<file path="config.mk">
export PLATFORM = sky130hd
export DESIGN_NAME = binary_grid_dilation_square_unit
export DESIGN_NICKNAME = d
export VERILOG_FILES = /design/src/rtl/bgd_pkg.sv /design/src/rtl/bgd_dilate.sv /design/src/rtl/binary_grid_dilation_square_unit.sv
export SDC_FILE = /design/constraint.sdc
export NUM_CORES = 2
export LEC_CHECK = 0
export BUFFER_PORTS_ARGS = -buffer_cell sky130_fd_sc_hd__buf_2
export CORE_ASPECT_RATIO = 1.5
export CORE_UTILIZATION = 55
export DETAILED_ROUTE_END_ITERATION = 8
export GPL_TIMING_DRIVEN = 0
export PLACE_DENSITY = 0.71
export SLEW_MARGIN = 20
export SYNTH_ARGS = -nofsm -noshare
export SYNTH_HDL_FRONTEND = slang
export SYNTH_HIERARCHICAL = 1
export SYNTH_SLANG_ARGS = --single-unit
</file>
<file path="constraint.sdc">
create_clock -name clk_i -period 13.6 [get_ports clk_i]
set_input_delay 1.36 -clock clk_i [delete_from_list [all_inputs] [get_ports clk_i]]
set_output_delay 1.36 -clock clk_i [all_outputs]
set_load 0.02 [all_outputs]
</file>
<file path="src/rtl/bgd_pkg.sv">
// Package for the binary grid dilation unit.
// Holds the grid geometry, field widths, shared types and the row mask.
// No dependencies.
package bgd_pkg;

  localparam int GRID_ROWS  = 1024;
  localparam int GRID_COLS  = 64;
  localparam int MAX_RADIUS = 8;
  localparam int HIST_DEPTH = 2 * MAX_RADIUS + 1;

  localparam int ROW_W = 64;
  localparam int IDX_W = 10;
  localparam int RAD_W = 4;
  localparam int AGE_W = $clog2(HIST_DEPTH);

  typedef logic [ROW_W-1:0] row_t;
  typedef logic [IDX_W-1:0] idx_t;
  typedef logic [RAD_W-1:0] rad_t;
  typedef logic [AGE_W-1:0] age_t;
  typedef logic [HIST_DEPTH-1:0][ROW_W-1:0] hist_t;

  localparam rad_t RESET_RADIUS = rad_t'(1);
  localparam rad_t RADIUS_LIMIT = rad_t'(MAX_RADIUS);
  localparam idx_t LAST_ROW     = idx_t'(GRID_ROWS - 1);

  // Columns that exist in the grid
  localparam row_t COL_MASK = (GRID_COLS >= ROW_W) ? {ROW_W{1'b1}}
                                                   : ((row_t'(1) << GRID_COLS) - row_t'(1));

  // One output row to build: its index, the newest row held, and the radius
  typedef struct packed {
    idx_t row_k;
    idx_t newest;
    rad_t radius;
  } job_t;

endpackage

</file>
<file path="src/rtl/bgd_dilate.sv">
// Row builder for the binary grid dilation unit: vertical OR over the
// clipped window of held rows, then horizontal widening. Uses bgd_pkg.
module bgd_dilate (
  input  bgd_pkg::hist_t hist_i,
  input  bgd_pkg::job_t  job_i,
  output bgd_pkg::row_t  row_o
);

  logic [bgd_pkg::IDX_W:0] top_j;
  logic [bgd_pkg::IDX_W:0] sum_j;
  bgd_pkg::idx_t           hi_j;
  bgd_pkg::idx_t           lo_j;
  bgd_pkg::idx_t           age_lo_w;
  bgd_pkg::idx_t           age_hi_w;
  bgd_pkg::age_t           age_lo;
  bgd_pkg::age_t           age_hi;
  bgd_pkg::row_t           vrow;
  bgd_pkg::row_t           wrow;

  // Clip the window to rows 0 .. newest and turn it into an age range
  always_comb begin
    sum_j = {1'b0, job_i.row_k} + {{(bgd_pkg::IDX_W + 1 - bgd_pkg::RAD_W){1'b0}}, job_i.radius};
    top_j = {1'b0, job_i.newest};
    hi_j  = (sum_j > top_j) ? job_i.newest : sum_j[bgd_pkg::IDX_W-1:0];
    lo_j  = (job_i.row_k >= bgd_pkg::idx_t'(job_i.radius))
            ? (job_i.row_k - bgd_pkg::idx_t'(job_i.radius)) : '0;
    age_lo_w = job_i.newest - hi_j;
    age_hi_w = job_i.newest - lo_j;
    age_lo   = age_lo_w[bgd_pkg::AGE_W-1:0];
    age_hi   = age_hi_w[bgd_pkg::AGE_W-1:0];
  end

  // OR the held rows whose age falls inside the window
  always_comb begin
    vrow = '0;
    for (int a = 0; a < bgd_pkg::HIST_DEPTH; a++) begin
      if ((bgd_pkg::age_t'(a) >= age_lo) && (bgd_pkg::age_t'(a) <= age_hi)) begin
        vrow = vrow | hist_i[a];
      end
    end
  end

  // Widen the row sideways by the radius
  always_comb begin
    wrow = vrow;
    for (int d = 1; d <= bgd_pkg::MAX_RADIUS; d++) begin
      if (bgd_pkg::rad_t'(d) <= job_i.radius) begin
        wrow = wrow | (vrow << d) | (vrow >> d);
      end
    end
  end

  assign row_o = wrow & bgd_pkg::COL_MASK;

endmodule

</file>
<file path="src/rtl/binary_grid_dilation_square_unit.sv">
// Top level of the binary grid dilation unit: row history, emit sequencer
// and a two-word result queue. Uses bgd_pkg and bgd_dilate.
//
//   channel | direction | handshake               | word
//   --------+-----------+-------------------------+------------------------------
//   in      | input     | in_valid_i / in_stall_o | row_cells_i
//   out     | output    | out_valid_o/out_stall_i | padded_row_o, out_row_index_o,
//           |           |                         | frame_done_o
//   cfg     | input     | cfg_we_i                | cfg_wdata_i (pad radius)
//
// One row word is taken per cycle unless in_stall_o holds it; each row word but
// the last of a grid yields at most one result, built from the job registers
// loaded when it is taken and written into the result queue once the queue has room.
// The last row of a grid makes the emit sequencer flush radius+1 rows, one
// flushed row per cycle while the queue has room; no input word is taken before
// the final flush row is written, and the next row word can be taken in that cycle.
// in_stall_o comes from registers only; the two-word queue absorbs a stall.
// Reset clears the history, the row count and the queue, and sets radius 1.
module binary_grid_dilation_square_unit (
  input  logic                  clk_i,
  input  logic                  rst_ni,
  input  logic                  in_valid_i,
  output logic                  in_stall_o,
  input  bgd_pkg::row_t         row_cells_i,
  output logic                  out_valid_o,
  input  logic                  out_stall_i,
  output bgd_pkg::row_t         padded_row_o,
  output bgd_pkg::idx_t         out_row_index_o,
  output logic                  frame_done_o,
  input  logic                  cfg_we_i,
  input  bgd_pkg::rad_t         cfg_wdata_i
);

  bgd_pkg::rad_t  radius_q;
  bgd_pkg::rad_t  radius_sat;
  bgd_pkg::hist_t hist_q, hist_d, hist_base;
  bgd_pkg::idx_t  rows_q, rows_d;
  logic           job_valid_q, job_valid_d;
  logic           job_final_q, job_final_d;
  bgd_pkg::idx_t  job_k_q, job_k_d;
  bgd_pkg::idx_t  job_newest_q, job_newest_d;
  bgd_pkg::job_t  job;
  bgd_pkg::row_t  built_row;
  logic           job_adv, job_more, job_done, clear_hist, in_acc;

  bgd_pkg::row_t  qrow_q [2];
  bgd_pkg::idx_t  qidx_q [2];
  logic           qdone_q [2];
  logic [1:0]     qcnt_q, qcnt_d;
  logic           wptr_q, rptr_q;
  logic           push, pop;

  // Configuration register
  always_ff @(posedge clk_i or negedge rst_ni) begin
    if (!rst_ni) begin
      radius_q <= bgd_pkg::RESET_RADIUS;
    end else if (cfg_we_i) begin
      radius_q <= cfg_wdata_i;
    end
  end

  assign radius_sat = (radius_q > bgd_pkg::RADIUS_LIMIT) ? bgd_pkg::RADIUS_LIMIT : radius_q;

  // Sequencer handshake: advance when the queue has room
  assign job_adv    = job_valid_q && (qcnt_q != 2'd2);
  assign job_more   = job_final_q && (job_k_q != bgd_pkg::LAST_ROW);
  assign job_done   = job_adv && !job_more;
  assign clear_hist = job_done && job_final_q;
  assign in_stall_o = job_valid_q && !job_done;
  assign in_acc     = in_valid_i && !in_stall_o;

  // Shift the new row into the history; drop it all at grid end
  always_comb begin
    hist_base = clear_hist ? '0 : hist_q;
    hist_d    = in_acc ? {hist_base[bgd_pkg::HIST_DEPTH-2:0], row_cells_i & bgd_pkg::COL_MASK}
                       : hist_base;
    rows_d    = rows_q;
    if (in_acc) begin
      rows_d = (rows_q == bgd_pkg::LAST_ROW) ? '0 : rows_q + bgd_pkg::idx_t'(1);
    end
  end

  // Load a job on each row word, step through the flush on the last one
  always_comb begin
    job_valid_d  = job_valid_q;
    job_final_d  = job_final_q;
    job_k_d      = job_k_q;
    job_newest_d = job_newest_q;
    if (job_adv) begin
      if (job_more) begin
        job_k_d = job_k_q + bgd_pkg::idx_t'(1);
      end else begin
        job_valid_d = 1'b0;
      end
    end
    if (in_acc) begin
      job_valid_d  = (rows_q >= bgd_pkg::idx_t'(radius_sat));
      job_final_d  = (rows_q == bgd_pkg::LAST_ROW);
      job_k_d      = rows_q - bgd_pkg::idx_t'(radius_sat);
      job_newest_d = rows_q;
    end
  end

  always_ff @(posedge clk_i or negedge rst_ni) begin
    if (!rst_ni) begin
      hist_q      <= '0;
      rows_q      <= '0;
      job_valid_q <= 1'b0;
      job_final_q <= 1'b0;
    end else begin
      hist_q      <= hist_d;
      rows_q      <= rows_d;
      job_valid_q <= job_valid_d;
      job_final_q <= job_final_d;
    end
  end

  always_ff @(posedge clk_i) begin
    job_k_q      <= job_k_d;
    job_newest_q <= job_newest_d;
  end

  // Build the current row from the history
  assign job = '{row_k: job_k_q, newest: job_newest_q, radius: radius_sat};

  bgd_dilate u_dilate (
    .hist_i (hist_q),
    .job_i  (job),
    .row_o  (built_row)
  );

  // Result queue, two words deep
  assign push = job_adv;
  assign pop  = out_valid_o && !out_stall_i;

  always_comb begin
    qcnt_d = qcnt_q;
    case ({push, pop})
      2'b10:   qcnt_d = qcnt_q + 2'd1;
      2'b01:   qcnt_d = qcnt_q - 2'd1;
      default: qcnt_d = qcnt_q;
    endcase
  end

  always_ff @(posedge clk_i or negedge rst_ni) begin
    if (!rst_ni) begin
      qcnt_q <= '0;
      wptr_q <= 1'b0;
      rptr_q <= 1'b0;
    end else begin
      qcnt_q <= qcnt_d;
      if (push) begin
        wptr_q <= !wptr_q;
      end
      if (pop) begin
        rptr_q <= !rptr_q;
      end
    end
  end

  always_ff @(posedge clk_i) begin
    if (push) begin
      qrow_q[wptr_q]  <= built_row;
      qidx_q[wptr_q]  <= job_k_q;
      qdone_q[wptr_q] <= (job_k_q == bgd_pkg::LAST_ROW);
    end
  end

  assign out_valid_o     = (qcnt_q != 2'd0);
  assign padded_row_o    = qrow_q[rptr_q];
  assign out_row_index_o = qidx_q[rptr_q];
  assign frame_done_o    = qdone_q[rptr_q];

endmodule
</file>
==> impl_metrics.env, run 1 <==
export IMPL_status="aborted with a tool error"
export IMPL_failed_stage="5_1_grt"
export IMPL_firstError="[ERROR GRT-0116] Global routing finished with congestion. Check the congestion regions in the DRC Viewer."
export IMPL_finalWeightedCongestion=1.19
export IMPL_postCtsSetupBuffers=0
export IMPL_synth_edf_count=170
export IMPL_htreeDepth=3
export IMPL_grt_max_degree=144
export IMPL_dp_hpwl_um=277000
export IMPL_cts_resized_gates=0
export IMPL_synth_top_cell_by_area="dfrtp_1"
export IMPL_synthesis_instances=7320
export IMPL_std_cell_rows=153
export IMPL_cts_buffer_depth=3
export IMPL_cts_hold_fix_buffers=0
export IMPL_numCtsBuffers=120
export IMPL_synth_cell_types=107
export IMPL_boundaryPins=150
export IMPL_synth_most_common_cell="nand2_1"
export IMPL_grt_pass1_wl_um=550000
export IMPL_ys_flop_type="dfrtp_1"
export IMPL_syn_area_um2=64300
export IMPL_yosysSeqAreaShare_pct=51.1
export IMPL_die_h_um=421
export IMPL_async_reset_ff_share_pct=86.7
export IMPL_start_util_pct=55.4
export IMPL_portBuffers=149
export IMPL_yosys_warnings=6
export IMPL_synth_nets=7431
export IMPL_grt_pass1_vias=68800
export IMPL_synth_area_leaders="dfrtp_1, nand2_1, a21oi_1"
export IMPL_synthTopCellsByCount="nand2_1, a21oi_1, dfrtp_1, clkbuf_1, buf_2"
export IMPL_grtUsageTotal_pct=66.4
export IMPL_synth_seq_cells=1278
export IMPL_clock_sinks=1278
export IMPL_grt_remaining_overflow=54
export IMPL_cts_root_buf="clkbuf_16"
export IMPL_avgSynthCellArea_um2=8.79
export IMPL_synth_top_area_share_pct=43.1
export IMPL_die_w_um=281
## kinds of logic after synthesis
logic type               count (synthesis)  synth area share [%]
AND/OR/NAND/NOR                       2779                  18.1
AO/OA/AOI/OAI                         2404                  22.9
XOR/XNOR                                42                 0.634
flip-flops                            1278                  51.1
buffers and inverters                  695                  5.02
multiplexers                            84                  1.46
adder cells (fa/ha/maj)                 38                 0.798
## through the flow
step           instance area [µm²]  utilization [%]  hold slack, ns  instances  setup WS (ns)
3_3_place_gp                 67000             57.8           0.429       9019         -13.03
2_1_floorplan                64300                -           0.423       7320           5.94
3_5_place_dp                 68200             58.8           0.431       9071          0.463
4_1_cts                      72400             62.4           0.445       9297          0.397
## metal layers
layer	overflow	track usage [%]
met1	0	67.9
met4	22	67.8
met5	0	12.3
met2	32	87.6
met3	0	42.6
==> inputs of run 2 (changes only) <==
CORE_ASPECT_RATIO = default   (was 1.5)
CORE_UTILIZATION = 40   (was 55)
PLACE_DENSITY = default   (was 0.71)
PLACE_DENSITY_LB_ADDON = 0.15   (was default)
==> impl_metrics.env, run 2 <==
export IMPL_status="finished with violations"
export IMPL_violations="setup timing"
export IMPL_grtUsageTotal_pct=46.5
export IMPL_grt_max_degree=131
export IMPL_synth_cell_types=107
export IMPL_top_regs="hist_q x1088, qrow_q x128, qidx_q x20"
export IMPL_synth_area_leaders="dfrtp_1, nand2_1, a21oi_1"
export IMPL_synth_nets=7431
export IMPL_final_cell_mix="nand2_1, a21oi_1, dfrtp_1"
export IMPL_via_count=65600
export IMPL_fmax_mhz=73.5
export IMPL_rsz0062_at_grt="false"
export IMPL_placedCellCount=9590
export IMPL_async_reset_ff_share_pct=86.7
export IMPL_avgSynthCellArea_um2=8.79
export IMPL_dr_pass1_iters=9
export IMPL_grt_pass1_wl_um=517000
export IMPL_boundaryPins=150
export IMPL_r2r_end="qrow_q[0][24]"
export IMPL_vias_per_cell=6.64
export IMPL_tritoncts="yes"
export IMPL_min_delay_start="rows_q[5]"
export IMPL_hold_path_end="job_newest_q[5]"
export IMPL_die_w_um=403
export IMPL_layoutNonFillerInstCount=9875
export IMPL_fin_crit_sh_pct=100
export IMPL_period_minus_slack_ns=13.61
export IMPL_slowest_delay_ns=0.88
export IMPL_start_util_pct=40.5
export IMPL_ys_flop_type="dfrtp_1"
export IMPL_slew_violations=0
export IMPL_yosysSeqAreaShare_pct=51.1
export IMPL_final_nets=7783
export IMPL_layout_drive_gt1_share_pct=11.9
export IMPL_synth_top_area_share_pct=43.1
export IMPL_whs_ns=0.452
export IMPL_yosys_warnings=6
export IMPL_crit_path_frequent_cell="clkbuf_1"
export IMPL_fin_skew_ns=0.0369
export IMPL_clk_pin_slew_ns=0.06
export IMPL_critPathSlowestCell="a2111oi_0"
export IMPL_synth_most_common_cell="nand2_1"
export IMPL_synthesis_instances=7320
export IMPL_syn_area_um2=64300
export IMPL_drc_errors=0
export IMPL_htreeDepth=4
export IMPL_std_cell_rows=146
export IMPL_cap_violations=0
export IMPL_dp_hpwl_um=297000
export IMPL_hold_violations=0
export IMPL_clock_sinks=1278
export IMPL_die_area_um2=162000
export IMPL_finalWorstSetupSlack_ns=-0.0141
export IMPL_hold_class="reg -> reg"
export IMPL_tightest_slew_ns=1.37
export IMPL_synthToLayoutAreaGrowth_pct=15.0
export IMPL_grt_pass1_vias=62900
export IMPL_largest_reg_flops=1088
export IMPL_multi_input_area_um2=28600
export IMPL_fin_util_pct=46.5
export IMPL_final_common_cell="nand2_1"
export IMPL_cts_buffer_depth=3
export IMPL_cts_root_buf="clkbuf_16"
export IMPL_finalWeightedCongestion=1.06
export IMPL_r2r_slack_ns=-0.01
export IMPL_arrival_ns=14.08
export IMPL_synthTopCellsByCount="nand2_1, a21oi_1, dfrtp_1, clkbuf_1, buf_2"
export IMPL_detail_route_antenna_nets=0
export IMPL_setup_viol=2
export IMPL_numCtsBuffers=150
export IMPL_drtIter0Drc=9174
export IMPL_critPathLaunchType="flop"
export IMPL_end_kind="flop"
export IMPL_clkLatencyLatePin_ns=0.83
export IMPL_wl_um=386000
export IMPL_cp_max_fo=10
export IMPL_portBuffers=149
export IMPL_worstSetupPathType="reg -> reg"
export IMPL_top_register="hist_q"
export IMPL_routedWlPerCell_um=39.1
export IMPL_max_slew_margin_pct=8.53
export IMPL_synth_top_cell_by_area="dfrtp_1"
export IMPL_final_seq_area_um2=32800
export IMPL_synth_seq_cells=1278
export IMPL_min_delay_path_depth=0
export IMPL_synth_edf_count=170
export IMPL_reg2reg_from="radius_q[3]"
export IMPL_core_area_um2=159000
export IMPL_cp_required_ns=14.06
export IMPL_antenna_found_initial=31
export IMPL_num_fill_cells=16000
export IMPL_die_h_um=403
export IMPL_worst_r2r_path_depth=38
export IMPL_grt_remaining_overflow=0
export IMPL_place_ws_ns=0.384
[run 2: critical path, delay by kind of cell, from the launching register on]
family / cells / cell delay [ns]
DFF: 1 / 0.39
xor gates and xnor gates: 1 / 0.16
AOI/OAI and AO/OA: 7 / 2.58
buffers and inverters: 11 / 4.45
and+or+nand+nor: 15 / 4.09
adders and majority gates: 4 / 1.53
[run 2: cell type report]
class / instances / share of cell area (%)
Inverter: 49 / 0.250
Antenna cell: 13 / 0.0440
Sequential cell: 1278 / 44.4
Tap cell: 2072 / 3.51
Timing Repair Buffer: 200 / 2.05
Clock buffer: 216 / 5.77
Buffer: 646 / 4.16
Clock inverter: 54 / 1.09
Multi-Input combinational cell: 5347 / 38.7
[run 2: through the flow]
step	instance area [µm²]	TNS, ns
6_report	73900	-0.0281
5_1_grt	73900	0
4_1_cts	73800	0
3_5_place_dp	68700	0
3_3_place_gp	67700	-
2_1_floorplan	64300	0
[run 2: layer usage]
layer | part of all wire [%] | global-route usage [%]
met1 | 36 | 55.1
met2 | 43 | 69.6
met3 | 10 | 12.0
met4 | 11 | 41.8
met5 | 0.018 | 0
[run 2: kinds of logic (layout without fill, tap and decap cells)]
logic type | after synthesis | after routing | share of synthesized area [%]
flops | 1278 | 1278 | 51.1
simple gates | 2779 | 2779 | 18.1
compound gates | 2404 | 2404 | 22.9
fa+ha+maj | 38 | 38 | 0.798
mux | 84 | 84 | 1.46
buf+inv | 695 | 1165 | 5.02
other cells | 0 | 13 | 0
xor+xnor | 42 | 42 | 0.634
[run 2: timing repair]
| item | in CTS | in global routing |
|---|---|---|
| setup buffers | 0 | 1 |
| endpoints found under the setup margin | 0 | 32 |
| hold buffers | 0 | 0 |
| resized for setup | 0 | 6 |
[run 2: how the worst max path moves through the flow]
| stage | depth (start not counted) | to | from |
|---|---|---|---|
| 2_1_floorplan | 35 | qrow_q[0][46] | radius_q[3] |
| 3_3_place_gp | 1 | qcnt_q[0] | rst_ni |
| 3_5_place_dp | 35 | qrow_q[1][15] | radius_q[3] |
| 4_1_cts | 35 | qrow_q[1][15] | radius_q[3] |
| 5_1_grt | 37 | qrow_q[0][16] | radius_q[3] |
| 6_report | 38 | qrow_q[0][24] | radius_q[3] |
Power of run 2 is not shown: default switching activity piles up to over one toggle a cycle in this logic, so the estimate is an artifact.
